===== src/assert_macros.svh =====
// ----------------------------------------------------------------------------
// assert_macros.svh
// Shared concurrent assertion macros for the calibration block.
// ----------------------------------------------------------------------------
`ifndef ASSERT_MACROS_SVH
`define ASSERT_MACROS_SVH

// Same-cycle implication, disabled while reset is asserted
`define ASSERT_IMPL(label, clk, rst_n, ante, cons, msg) \
    label: assert property (@(posedge clk) disable iff (!(rst_n)) \
        (ante) |-> (cons)) else $error(msg);

// Next-cycle implication, disabled while reset is asserted
`define ASSERT_NEXT(label, clk, rst_n, ante, cons, msg) \
    label: assert property (@(posedge clk) disable iff (!(rst_n)) \
        (ante) |=> (cons)) else $error(msg);

`endif


===== src/htc_pkg.sv =====
// ----------------------------------------------------------------------------
// htc_pkg
// Shared constants, register indexes and types of the calibration block.
// ----------------------------------------------------------------------------
package htc_pkg;

    // Default raw sample width
    localparam int RAW_WIDTH_DEF = 16;

    // Result value width
    localparam int OUT_W = 16;

    // Configuration port
    localparam int CFG_IDX_W  = 4;
    localparam int CFG_DATA_W = 32;

    // Calibration point register widths
    localparam int HUM_PT_REG_W  = 8;
    localparam int TEMP_PT_REG_W = 10;

    // Point width used inside a lane (wide enough for both channels)
    localparam int PT_W = 10;

    // Humidity upper clamp in whole percent
    localparam int HUM_MAX = 100;

    // Register indexes
    localparam logic [CFG_IDX_W-1:0] REG_HUM_LO_PT  = 4'd0;
    localparam logic [CFG_IDX_W-1:0] REG_HUM_HI_PT  = 4'd1;
    localparam logic [CFG_IDX_W-1:0] REG_HUM_LO_RAW = 4'd2;
    localparam logic [CFG_IDX_W-1:0] REG_HUM_HI_RAW = 4'd3;
    localparam logic [CFG_IDX_W-1:0] REG_TMP_LO_PT  = 4'd4;
    localparam logic [CFG_IDX_W-1:0] REG_TMP_HI_PT  = 4'd5;
    localparam logic [CFG_IDX_W-1:0] REG_TMP_LO_RAW = 4'd6;
    localparam logic [CFG_IDX_W-1:0] REG_TMP_HI_RAW = 4'd7;

    // Zero-span flags of the two channels
    typedef struct packed {
        logic hum;
        logic temp;
    } t_span_err;

    // One finished result
    typedef struct packed {
        logic [OUT_W-1:0] hum;
        logic [OUT_W-1:0] temp;
        logic             hum_err;
        logic             temp_err;
    } t_result;

endpackage


===== src/htc_merge.sv =====
// ----------------------------------------------------------------------------
// htc_merge
// Combines both lanes: clamp, saturate, span errors; output reg and skid.
// ----------------------------------------------------------------------------
module htc_merge import htc_pkg::*; #(
    parameter int SUM_W = 30
) (
    input  logic             i_clk,
    input  logic             i_rst_n,
    input  logic             i_valid,
    input  logic [SUM_W-1:0] i_hum_sum,
    input  logic [SUM_W-1:0] i_temp_sum,
    input  t_span_err        i_span_err,
    input  logic             i_stall,
    output logic             o_advance,
    output logic             o_valid,
    output t_result          o_result
);

`include "assert_macros.svh"

    localparam logic [OUT_W-1:0] S_MIN = {1'b1, {(OUT_W-1){1'b0}}};
    localparam logic [OUT_W-1:0] S_MAX = {1'b0, {(OUT_W-1){1'b1}}};

    logic    r_out_v;
    logic    r_skid_v;
    t_result r_out;
    t_result r_skid;
    t_result res;
    logic    hum_fits;
    logic    temp_fits;
    logic    hum_big;
    logic    out_free;

    // Range checks and final values
    always_comb begin
        hum_fits  = (&i_hum_sum[SUM_W-1:OUT_W-1]) | ~(|i_hum_sum[SUM_W-1:OUT_W-1]);
        temp_fits = (&i_temp_sum[SUM_W-1:OUT_W-1]) | ~(|i_temp_sum[SUM_W-1:OUT_W-1]);
        hum_big   = $signed(i_hum_sum) > $signed(SUM_W'(HUM_MAX));

        res.hum_err  = i_span_err.hum;
        res.temp_err = i_span_err.temp;

        if (i_span_err.hum) begin
            res.hum = '0;
        end else if (hum_big) begin
            res.hum = OUT_W'(HUM_MAX);
        end else if (!hum_fits) begin
            res.hum = S_MIN;
        end else begin
            res.hum = i_hum_sum[OUT_W-1:0];
        end

        if (i_span_err.temp) begin
            res.temp = '0;
        end else if (temp_fits) begin
            res.temp = i_temp_sum[OUT_W-1:0];
        end else begin
            res.temp = i_temp_sum[SUM_W-1] ? S_MIN : S_MAX;
        end
    end

    assign out_free  = !r_out_v || !i_stall;
    assign o_advance = !r_skid_v;

    // Output register and skid control
    always_ff @(posedge i_clk) begin
        if (!i_rst_n) begin
            r_out_v  <= 1'b0;
            r_skid_v <= 1'b0;
        end else if (out_free) begin
            r_out_v  <= r_skid_v || i_valid;
            r_skid_v <= 1'b0;
        end else if (i_valid && !r_skid_v) begin
            r_skid_v <= 1'b1;
        end
    end

    // Output and skid payload
    always_ff @(posedge i_clk) begin
        if (out_free) begin
            r_out <= r_skid_v ? r_skid : res;
        end else if (!r_skid_v) begin
            r_skid <= res;
        end
    end

    assign o_valid  = r_out_v;
    assign o_result = r_out;

    `ASSERT_IMPL(a_skid_behind_out, i_clk, i_rst_n, r_skid_v, r_out_v,
        "skid holds a request while the output register is empty")
    `ASSERT_NEXT(a_skid_drains, i_clk, i_rst_n, r_skid_v && !i_stall, !r_skid_v,
        "skid did not drain when the output was taken")

endmodule


===== config.mk =====
export PLATFORM = sky130hd
export DESIGN_NAME = htc_merge
export DESIGN_NICKNAME = d
export VERILOG_FILES = /design/src/htc_pkg.sv /design/src/htc_merge.sv
export VERILOG_INCLUDE_DIRS = /design/src /design/src/src
export SDC_FILE = /design/constraint.sdc
export NUM_CORES = 1
export LEC_CHECK = 0
export BUFFER_PORTS_ARGS = -buffer_cell sky130_fd_sc_hd__buf_4
export CAP_MARGIN = 20
export CORE_ASPECT_RATIO = 1.75
export CORE_MARGIN = 5
export CORE_UTILIZATION = 30
export CTS_CLUSTER_DIAMETER = 50
export DETAILED_ROUTE_END_ITERATION = 10
export GPL_TIMING_DRIVEN = 0
export PLACE_DENSITY = 0.55
export REMOVE_ABC_BUFFERS = 1
export SYNTH_ARGS = -nofsm -noshare
export SYNTH_HDL_FRONTEND = slang
export SYNTH_SLANG_ARGS = --single-unit

===== constraint.sdc =====
create_clock -name i_clk -period 3.13 [get_ports i_clk]
set_clock_uncertainty 0.15 [all_clocks]
set_input_delay 0 -clock i_clk [delete_from_list [all_inputs] [get_ports i_clk]]
set_output_delay 0 -clock i_clk [all_outputs]
set_load 0.05 [all_outputs]

==> qor.txt <==
largest net degree at the start of global routing: 41
vias per cell: 4.96
Syn Area/Cell: 14.2 um2
CP bufs+invs: 1
Place WS: 0.583 ns
Cell Pwr Density: 584 nW/um2
Crit path max-delay family: flip-flops
DR top layer: met4
DRT Wirelength: 7810 um
Slew Viols, Final: 0
ranking of synthesized cells by area: edfxtp_1 71%, a21oi_1 5.4%, a22o_1 3.3%
number of buffers created by CTS: 9
num rows: 47
post-synthesis cell area: 2890 um2
Fin. Hold Viols: 0
slew margin rel.: 0.422
Max Fanout on Critical Path: 40
die width: 84.1 um
drt drc: 0
Seq/Total Area, Yosys: 0.722
WP depth: 4
Final GP Congestion: 0.819
CTS tree: done
number of buffers on the longest clock path: 2
area occupied by multi-input gates: 748 um2
# placed instances: 418
final setup margin: 0.571 ns
Clock Latency Late Sink: 0.33 ns
startpoint types: flop
Final Setup Violations: 0
area leader, netlist: edfxtp_1
drt wl/cell: 16.6 um
Initial DRT Pass Iterations: 4
worst min path class: primary input to flop
placed cell area: 3780 um2
CP arrival: 2.47 ns
vias in the first global route: 2,454
Tcrit/Tclk final: 0.818
Layout Cells excl Fill: 471
Lkg Pwr: 1.77 nW
synth warn: 0
P&R area growth vs syn: 55.4%
Worst R2R Path Depth: 4
share of Yosys cell area claimed by the top area cell type: 0.708
Slew @ Worst Pin: 0.860 ns
first-pass GRT wire length: 12,200 um
most frequent cells in the layout: 103 x buf_4, 68 x edfxtp_1, 36 x dlygate4sd3_1, 31 x a21oi_1, 16 x o21ai_0
slowest CP cell: dfxtp_2
Seq cells post-synth: 70
postcts setup bufs: 0
maximum vdd drop: 0.412 mV
core area: 9470 um2
Finished Cell Area: 4480 um2
root buffer cell: clkbuf_16
Register Area: 2080 um2
Worst Hold Depth: 3
most common cell after layout, fill and taps aside: buf_4
Die Y: 140 um
Synth cell types: 35
Tot Pwr: 2.62 mW
Critical Path Sink Type: flop
fin nets: 410
Mapped Cells: 203
final core utilization: 0.474
starting density of the core: 0.305
share of layout cells above drive strength 1: 0.364
Final ANT Viol Nets: 0
CTS Sinks: 70
fmax: 391 MHz
initial DRC count: 94
CP Class: flop to flop
CP max stage delay: 0.86 ns
Reg clk slew, reported paths: 0.05 ns
HP Start: i_temp_sum[29]
worst path cell trace: inv_1 -> and3_1 -> and2_1 -> a211o_1
max cap viols: 0
hpwl dp: 5300 um
Remaining Overflow, GRT: 0
Die ar.: 11,800 um2
total number of vias: 2,337
fin crit period: 2.56 ns
CTS HTree Levels: 3
GRT Total Usage: 0.133
R2R Path Start: r_skid_v
Worst EP required: 3.04 ns
number of fill cells in the layout: 893
WL met2: 4180 um
WL met1: 2910 um
status: complete, no violations
IO Pins: 102
initial antenna violation count: 0
RSZ-0062 raised after global routing: no
# diodes: 0
Crit. Startpoint: r_skid_v
Buffers on Ports: 101
met3 wire length: 569 um
worst register-to-register path: cells and delay by family (launching register included):
kind / cells / cell delay (ns)
buffers and inverters: 1 / 0.28
AO/OA/AOI/OAI: 1 / 0.37
AND/OR/NAND/NOR: 2 / 0.62
flip-flops: 1 / 0.86
Yosys cell counts:
library cell / count
buf_2: 3
a21o_1: 1
and3_1: 1
o21ai_0: 16
clkbuf_2: 1
clkbuf_1: 3
a31oi_1: 1
buf_4: 2
mux2_2: 2
nor4_1: 7
nor3_1: 2
nor4_4: 1
nor4_2: 1
nor2_1: 3
a22o_1: 11
o211ai_1: 4
nor3b_1: 1
nand4_1: 6
o21a_1: 1
nand2_1: 10
edfxtp_1: 68
o21ai_1: 2
a211o_1: 3
or3_1: 1
and4_1: 2
a21oi_1: 31
a21boi_0: 1
nand2b_1: 1
and2_1: 1
nand3_1: 9
inv_1: 2
nor3_4: 1
buf_1: 1
dfxtp_1: 2
or4_4: 1
sequential cells by signal (all words and copies together), names as in the netlist:
register  count
r_skid       34
r_skid_v      1
o_result     34
o_valid       1
layer usage:
layer | up-vias | GRT usage
met5 | - | 0
met4 | 0 | 0.0627
met3 | 12 | 0.0432
met2 | 97 | 0.239
met1 | 1127 | 0.137
li1 | 1101 | -
report_power, final:
group	leakage, nW	internal [mW]	total [mW]	switching [mW]
sequential	0.718	1.09	1.10	0.0177
clock	0.160	0.777	1.15	0.370
combinational	0.891	0.148	0.369	0.221
total	1.77	2.01	2.62	0.609
final timing paths:
path / to / slack [ns]
setup / recovery: o_result[23] / 0.57
hold reg to reg: o_result[1] / 0.42
hold / removal: o_result[17] / 0.0001
setup reg to reg: o_result[23] / 0.57
through the flow:
stage               TNS, ns  hold slack (ns)
floorplan                 0          0.00381
global placement     -17.80            0.120
detailed placement        0            0.128
CTS                       0           0.0122
global route              0           0.0130
finish                    0         0.000128
area by class of cell:
cell class,instances,area share
clock buffers,10,0.0511
well taps,122,0.0340
inverters,2,0.00167
flip-flops and latches,70,0.465
clock inverters,6,0.0246
multi-input cells,121,0.167
repair buffers,140,0.257
cell families after synthesis:
family	synth area share
buffers and inverters	0.0199
multiplexers	0.00781
flip-flops	0.722
AND/OR/NAND/NOR	0.103
AO/OA/AOI/OAI	0.148
timing repair:
action,in CTS,in global routing
resized for setup,0,0
hold endpoints to repair,72,0
hold buffers,36,0
(Power assumes the default switching activity.)
