File: src/assert_macros.svh
// ----------------------------------------------------------------------------
// assert_macros.svh
// Shared concurrent assertion macros for the calibration block.
// ----------------------------------------------------------------------------
`ifndef ASSERT_MACROS_SVH
`define ASSERT_MACROS_SVH

// Same-cycle implication, disabled while reset is asserted
`define ASSERT_IMPL(label, clk, rst_n, ante, cons, msg) \
    label: assert property (@(posedge clk) disable iff (!(rst_n)) \
        (ante) |-> (cons)) else $error(msg);

// Next-cycle implication, disabled while reset is asserted
`define ASSERT_NEXT(label, clk, rst_n, ante, cons, msg) \
    label: assert property (@(posedge clk) disable iff (!(rst_n)) \
        (ante) |=> (cons)) else $error(msg);

`endif

File: src/htc_pkg.sv
// ----------------------------------------------------------------------------
// htc_pkg
// Shared constants, register indexes and types of the calibration block.
// ----------------------------------------------------------------------------
package htc_pkg;

    // Default raw sample width
    localparam int RAW_WIDTH_DEF = 16;

    // Result value width
    localparam int OUT_W = 16;

    // Configuration port
    localparam int CFG_IDX_W  = 4;
    localparam int CFG_DATA_W = 32;

    // Calibration point register widths
    localparam int HUM_PT_REG_W  = 8;
    localparam int TEMP_PT_REG_W = 10;

    // Point width used inside a lane (wide enough for both channels)
    localparam int PT_W = 10;

    // Humidity upper clamp in whole percent
    localparam int HUM_MAX = 100;

    // Register indexes
    localparam logic [CFG_IDX_W-1:0] REG_HUM_LO_PT  = 4'd0;
    localparam logic [CFG_IDX_W-1:0] REG_HUM_HI_PT  = 4'd1;
    localparam logic [CFG_IDX_W-1:0] REG_HUM_LO_RAW = 4'd2;
    localparam logic [CFG_IDX_W-1:0] REG_HUM_HI_RAW = 4'd3;
    localparam logic [CFG_IDX_W-1:0] REG_TMP_LO_PT  = 4'd4;
    localparam logic [CFG_IDX_W-1:0] REG_TMP_HI_PT  = 4'd5;
    localparam logic [CFG_IDX_W-1:0] REG_TMP_LO_RAW = 4'd6;
    localparam logic [CFG_IDX_W-1:0] REG_TMP_HI_RAW = 4'd7;

    // Zero-span flags of the two channels
    typedef struct packed {
        logic hum;
        logic temp;
    } t_span_err;

    // One finished result
    typedef struct packed {
        logic [OUT_W-1:0] hum;
        logic [OUT_W-1:0] temp;
        logic             hum_err;
        logic             temp_err;
    } t_result;

endpackage

File: src/htc_div.sv
// ----------------------------------------------------------------------------
// htc_div
// Pipelined restoring divider on magnitudes, one quotient bit per stage.
// ----------------------------------------------------------------------------
module htc_div #(
    parameter int NUM_W = 28,
    parameter int DEN_W = 17
) (
    input  logic             i_clk,
    input  logic             i_rst_n,
    input  logic             i_en,
    input  logic             i_valid,
    input  logic [NUM_W-1:0] i_num,
    input  logic [DEN_W-1:0] i_den,
    input  logic             i_neg,
    output logic             o_valid,
    output logic [NUM_W-1:0] o_quot,
    output logic             o_neg
);

    // Stage k holds partial remainder and the shifting dividend/quotient word
    logic [DEN_W-1:0] r_rem [0:NUM_W];
    logic [NUM_W-1:0] r_nq  [0:NUM_W];
    logic [DEN_W-1:0] r_den [0:NUM_W];
    logic [NUM_W:0]   r_neg;
    logic [NUM_W:0]   r_v;

    logic [DEN_W-1:0] n_rem [1:NUM_W];
    logic [NUM_W-1:0] n_nq  [1:NUM_W];

    // One compare-subtract per stage
    always_comb begin
        logic [DEN_W:0] trial;
        logic [DEN_W:0] diff;
        logic           ge;
        for (int k = 0; k < NUM_W; k++) begin
            trial = {r_rem[k], r_nq[k][NUM_W-1]};
            diff  = trial - {1'b0, r_den[k]};
            ge    = (trial >= {1'b0, r_den[k]});
            n_rem[k+1] = ge ? diff[DEN_W-1:0] : trial[DEN_W-1:0];
            n_nq[k+1]  = {r_nq[k][NUM_W-2:0], ge};
        end
    end

    // Valid chain
    always_ff @(posedge i_clk) begin
        if (!i_rst_n) begin
            r_v <= '0;
        end else if (i_en) begin
            r_v <= {r_v[NUM_W-1:0], i_valid};
        end
    end

    // Data chain
    always_ff @(posedge i_clk) begin
        if (i_en) begin
            r_rem[0] <= '0;
            r_nq[0]  <= i_num;
            r_den[0] <= i_den;
            r_neg    <= {r_neg[NUM_W-1:0], i_neg};
            for (int k = 1; k <= NUM_W; k++) begin
                r_rem[k] <= n_rem[k];
                r_nq[k]  <= n_nq[k];
                r_den[k] <= r_den[k-1];
            end
        end
    end

    assign o_valid = r_v[NUM_W];
    assign o_quot  = r_nq[NUM_W];
    assign o_neg   = r_neg[NUM_W];

endmodule

File: src/htc_lane.sv
// ----------------------------------------------------------------------------
// htc_lane
// One interpolation lane: offset, scale, signed divide and add of low point.
// ----------------------------------------------------------------------------
module htc_lane import htc_pkg::*; #(
    parameter int  RAW_W = RAW_WIDTH_DEF,
    parameter int  LPT_W = PT_W,
    localparam int SUM_W = RAW_W + LPT_W + 4
) (
    input  logic             i_clk,
    input  logic             i_rst_n,
    input  logic             i_en,
    input  logic             i_valid,
    input  logic [RAW_W-1:0] i_raw,
    input  logic [RAW_W-1:0] i_lo_raw,
    input  logic [RAW_W-1:0] i_hi_raw,
    input  logic [LPT_W-1:0] i_lo_pt,
    input  logic [LPT_W-1:0] i_hi_pt,
    output logic             o_valid,
    output logic [SUM_W-1:0] o_sum
);

    localparam int DIFF_W = RAW_W + 1;
    localparam int PROD_W = DIFF_W + LPT_W + 1;

    logic               r_v1;
    logic               r_v2;
    logic               r_v3;
    logic [DIFF_W-1:0]  r_diff;
    logic signed [PROD_W-1:0] r_prod;
    logic [SUM_W-1:0]   r_sum;

    logic signed [LPT_W:0]    dpt;
    logic [DIFF_W-1:0]        span;
    logic signed [PROD_W-1:0] prod;
    logic [PROD_W-1:0]        prod_mag;
    logic [DIFF_W-1:0]        span_mag;
    logic                     neg;
    logic                     div_v;
    logic [PROD_W-1:0]        quot;
    logic                     quot_neg;
    logic [SUM_W-1:0]         q_ext;
    logic [SUM_W-1:0]         n_sum;

    // Calibration terms (the user must keep the registers static while items flow; the lane does not enforce this)
    always_comb begin
        dpt  = $signed({1'b0, i_hi_pt}) - $signed({1'b0, i_lo_pt});
        span = {i_hi_raw[RAW_W-1], i_hi_raw} - {i_lo_raw[RAW_W-1], i_lo_raw};
    end

    // Scale and take magnitudes for the divider
    always_comb begin
        prod     = $signed(r_diff) * dpt;
        prod_mag = r_prod[PROD_W-1] ? PROD_W'(-r_prod) : PROD_W'(r_prod);
        span_mag = span[DIFF_W-1] ? DIFF_W'(-span) : span;
        neg      = r_prod[PROD_W-1] ^ span[DIFF_W-1];
    end

    // Restore sign and add low point
    always_comb begin
        q_ext = SUM_W'(quot);
        n_sum = SUM_W'(i_lo_pt) + (quot_neg ? SUM_W'(-q_ext) : q_ext);
    end

    // Valid bits
    always_ff @(posedge i_clk) begin
        if (!i_rst_n) begin
            r_v1 <= 1'b0;
            r_v2 <= 1'b0;
            r_v3 <= 1'b0;
        end else if (i_en) begin
            r_v1 <= i_valid;
            r_v2 <= r_v1;
            r_v3 <= div_v;
        end
    end

    // Data path registers
    always_ff @(posedge i_clk) begin
        if (i_en) begin
            r_diff <= {i_raw[RAW_W-1], i_raw} - {i_lo_raw[RAW_W-1], i_lo_raw};
            r_prod <= prod;
            r_sum  <= n_sum;
        end
    end

    htc_div #(
        .NUM_W (PROD_W),
        .DEN_W (DIFF_W)
    ) u_div (
        .i_clk   (i_clk),
        .i_rst_n (i_rst_n),
        .i_en    (i_en),
        .i_valid (r_v2),
        .i_num   (prod_mag),
        .i_den   (span_mag),
        .i_neg   (neg),
        .o_valid (div_v),
        .o_quot  (quot),
        .o_neg   (quot_neg)
    );

    assign o_valid = r_v3;
    assign o_sum   = r_sum;

endmodule

File: config.mk
export PLATFORM = sky130hd
export DESIGN_NAME = htc_lane
export DESIGN_NICKNAME = d
export VERILOG_FILES = /design/src/assert_macros.svh /design/src/htc_pkg.sv /design/src/htc_div.sv /design/src/htc_lane.sv
export SDC_FILE = /design/constraint.sdc
export NUM_CORES = 2
export LEC_CHECK = 0
export BUFFER_PORTS_ARGS = -buffer_cell sky130_fd_sc_hd__buf_4
export CAP_MARGIN = 20
export CELL_PAD_IN_SITES_DETAIL_PLACEMENT = 0
export CELL_PAD_IN_SITES_GLOBAL_PLACEMENT = 1
export CORE_MARGIN = 3
export CORE_UTILIZATION = 48
export DETAILED_ROUTE_END_ITERATION = 8
export PLACE_DENSITY = 0.86
export SLEW_MARGIN = 20
export SYNTH_ARGS = -nofsm -noshare
export SYNTH_HDL_FRONTEND = slang
export SYNTH_HIERARCHICAL = 1
export SYNTH_SLANG_ARGS = --single-unit
File: constraint.sdc
create_clock -name i_clk -period 7.8 [get_ports i_clk]
set_input_delay 1.17 -clock i_clk [delete_from_list [all_inputs] [get_ports i_clk]]
set_output_delay 1.17 -clock i_clk [all_outputs]
set_load 0.02 [all_outputs]
==> impl_metrics.env <==
export IMPL_crit_top_cell="fa_1"
export IMPL_p_sw_share_pct=35.8
export IMPL_combPwrFrac_pct=49.5
export IMPL_numCtsBuffers=193
export IMPL_tns_ns=0
export IMPL_gp_congestion=0.874
export IMPL_htreeDepth=4
export IMPL_clock_fmax_mhz=137
export IMPL_vdd_drop_max_uv=983
export IMPL_wl_met3_um=6210
export IMPL_ff2ff_path_depth=19
export IMPL_slew_violations=0
export IMPL_power_density_nw_per_um2=463
export IMPL_p_leak_uw=0.0418
export IMPL_clk_pin_slew_ns=0.06
export IMPL_r2r_end="r_prod[27]"
export IMPL_die_area_um2=204000
export IMPL_netSwitchingPower_uw=17600
export IMPL_finalHoldViolations=0
export IMPL_die_h_um=452
export IMPL_grt_util_all_layers_pct=17.4
export IMPL_synth_distinct_cells=95
export IMPL_grt_max_degree=207
export IMPL_yosys_area_top_type_share_pct=58.2
export IMPL_worstReg2RegStart="r_diff[5]"
export IMPL_slew_headroom_pct=17.8
export IMPL_pre_cts_ws_ns=-0.398
export IMPL_cts_sinks=1883
export IMPL_multi_input_area_um2=35500
export IMPL_worstSetupEndpointType="flop"
export IMPL_dr_pass1_iters=5
export IMPL_seq_power_share_pct=32.1
export IMPL_fin_nets=8385
export IMPL_wl_met2_um=89700
export IMPL_first_iter_violations=3547
export IMPL_holdCritStartpoint="u_div/r_nq[1][211]"
export IMPL_fin_skew_ns=0.0433
export IMPL_ys_seq_area_share_pct=58.9
export IMPL_portBuffers=102
export IMPL_drt_met1_wl_um=78200
export IMPL_p_total_uw=49200
export IMPL_rsz0062_at_grt="no"
export IMPL_synth_area_top_cells="edfxtp_1 (58%), ha_1 (7.5%), fa_1 (4.2%), inv_1 (3.3%), mux2_2 (3.2%)"
export IMPL_cp_max_fo=8
export IMPL_hp_class="flop to flop"
export IMPL_arrival_ns=7.89
export IMPL_ioPinCount=103
export IMPL_synthesis_area_um2=95500
export IMPL_finalWorstSetupSlack_ns=0.501
export IMPL_hold_buffers=0
export IMPL_wl_per_cell_um=17.2
export IMPL_slowest_delay_ns=0.55
export IMPL_crit_required_ns=8.39
export IMPL_period_needed_ns=7.30
export IMPL_r2r_setup_slack_ns=1.93
export IMPL_synth_main_ff_cell="edfxtp_1"
export IMPL_highest_signal_layer="met4"
export IMPL_antenna_found_initial=4
export IMPL_hold_end="u_div/r_nq[1][240]"
export IMPL_drive_above_1_share_pct=11.3
export IMPL_avgSynthCellArea_um2=13.1
export IMPL_seq_area_um2=56200
export IMPL_grt_pass1_wl_um=290000
export IMPL_hpwlAfterDp_um=127000
export IMPL_crit_type="input port to flop"
export IMPL_hold_depth=0
export IMPL_drc_errors=0
export IMPL_synth_nets=8123
export IMPL_status="complete, no violations"
export IMPL_grt_overflow=0
export IMPL_async_reset_ff_share_pct=0
export IMPL_power_frac_clock_pct=18.5
export IMPL_tightest_slew_ns=1.22
export IMPL_grt_pass1_vias=56000
export IMPL_vias_per_cell=5.35
export IMPL_synth_edf_count=1851
export IMPL_cts_root_buffer="clkbuf_16"
export IMPL_yosys_warnings=6
export IMPL_start_util_pct=48.4
export IMPL_core_um2=197000
export IMPL_finalSetupViolCount=0
export IMPL_clk_latency_ns=0.83
export IMPL_area_growth_pct=11.3
export IMPL_wirelength_um=178000
export IMPL_num_rows=163
export IMPL_cts_path_max_buffers=3
export IMPL_vias=55300
export IMPL_cts_tree="done"
export IMPL_crit_slowest_cell="fa_1"
export IMPL_synth_top_area_cell="edfxtp_1"
export IMPL_internal_power_uw=31600
export IMPL_ys_ff_latch=1883
export IMPL_cp_start_kind="input port"
export IMPL_syn_inst=7275
export IMPL_ant_nets=0
export IMPL_die_w_um=452
export IMPL_fillers=16200
export IMPL_period_share_pct=93.6
export IMPL_max_cap_viol_count=0
metrics by stage:
step           hold WS, ns  cell area [um2]  utilization [%]  instances
6_report             0.396           106000             53.8      10300
4_1_cts              0.387           106000             53.8      10300
3_3_place_gp         0.401            99800             50.6       9980
3_5_place_dp         0.405            99900             50.6       9981
2_1_floorplan        0.400            95500                -       7275
5_1_grt              0.396           106000             53.8      10300
worst max-delay path by stage:
| stage | from | slack, ns | to | cells past startpoint |
|---|---|---|---|---|
| after global placement | i_lo_pt[0] | -0.32 | r_prod[27] | 31 |
| after detailed placement | i_lo_pt[0] | -0.40 | r_prod[27] | 31 |
| after global routing | i_lo_pt[0] | 0.02 | r_prod[27] | 31 |
| after CTS | i_lo_pt[0] | 0.51 | r_prod[27] | 31 |
| final | i_lo_pt[0] | 0.50 | r_prod[27] | 31 |
| after floorplan | i_hi_pt[0] | 0.04 | r_prod[27] | 30 |
kinds of logic (layout without fill, tap and decap cells):
group / Yosys count / in the layout / share of synthesized area (%)
and+or+nand+nor: 1410 / 1410 / 7.33
DFF: 1883 / 1883 / 58.9
adders and majority gates: 776 / 776 / 11.8
buffers and inverters: 970 / 1393 / 4.02
other: 0 / 3 / 0
muxes: 341 / 341 / 4.01
AOI/OAI and AO/OA: 1422 / 1422 / 9.64
xor gates and xnor gates: 473 / 473 / 4.34
cell usage after synthesis (33+ instances only):
library cell     n
inv_1          832
xnor2_1        327
a211oi_1        45
nand4_1         63
and2_1          90
clkbuf_1        72
nor3_1          77
o31ai_1         44
a31oi_1         33
o21ai_0        256
o21bai_1        44
a21boi_0        46
a21o_1         158
xor2_1         146
o21a_1          90
a21oi_1        464
nand3_1         71
nand2b_1        61
nor2b_1        147
mux2_2         268
fa_1           202
and3_1          38
edfxtp_1      1851
nor2_1         407
ha_1           574
buf_4           33
nand2_1        310
mux2i_1         51
cell type report:
| type | instances | share of cell area (%) |
|---|---|---|
| Tap cell | 2640 | 3.11 |
| Clock inverter | 132 | 1.30 |
| Multi-Input combinational cell | 4422 | 33.4 |
| Inverter | 832 | 2.94 |
| Clock buffer | 224 | 4.68 |
| Sequential cell | 1883 | 52.9 |
| Antenna cell | 3 | 0.00707 |
| Timing Repair Buffer | 205 | 1.62 |
power by group through the flow:
stage / clock [uW] / combinational [uW] / sequential [uW]
floorplan: 0 / 18000 / 15400
finish: 9080 / 24400 / 15800
global placement: 0 / 23600 / 15900
CTS: 9370 / 24400 / 15800
detailed placement: 0 / 24100 / 16000
global route: 9770 / 27400 / 16000
layer usage:
layer | GRT usage, % | vias to the layer above
li1 | - | 27000
met1 | 22.6 | 27200
met4 | 5.06 | 0
met2 | 30.4 | 933
met5 | 0 | -
met3 | 2.39 | 268
cell usage in the layout (no fill, tap or decap), drive strengths merged, types with 32 or more instances in the layout:
cell type  Yosys  layout
a21oi        467     467
o31ai         46      46
xnor2        327     327
xor2         146     146
o21ai        275     275
and2          90      90
inv          832     841
mux2i         51      51
a31oi         35      35
fa           202     202
or3           33      33
edfxtp      1851    1851
clkinv         0      94
clkbuf        72     224
nand3         71      71
o21bai        44      44
a21boi        46      46
and3          38      38
nand2b        61      61
dfxtp         32      32
a21o         159     159
mux2         290     290
o21a          90      90
nand4         63      63
nor3          77      77
ha           574     574
nand2        319     319
buf           66     205
nor2         408     408
a211oi        50      50
nor2b        147     147
repair_timing:
item	CTS	global route
gates resized for setup	0	3
endpoints found under the setup margin	0	2
buffers inserted	0	0
registers in the layout (all words and copies together) (netlist names), 17 cells and up:
name	count
o_sum	30
r_diff	17
r_prod	28
u_div/r_den	476
u_div/r_neg	29
u_div/r_nq	812
u_div/r_rem	459
u_div/r_v	29
critical path, delay by kind of cell:
kind / cells / cell delay (ns)
adders and majority gates: 8 / 3.29
xor gates and xnor gates: 1 / 0.08
and+or+nand+nor: 4 / 0.41
AOI/OAI and AO/OA: 13 / 2.40
buffers and inverters: 5 / 0.53
No activity file was read; power rests on OpenSTA's default activity.
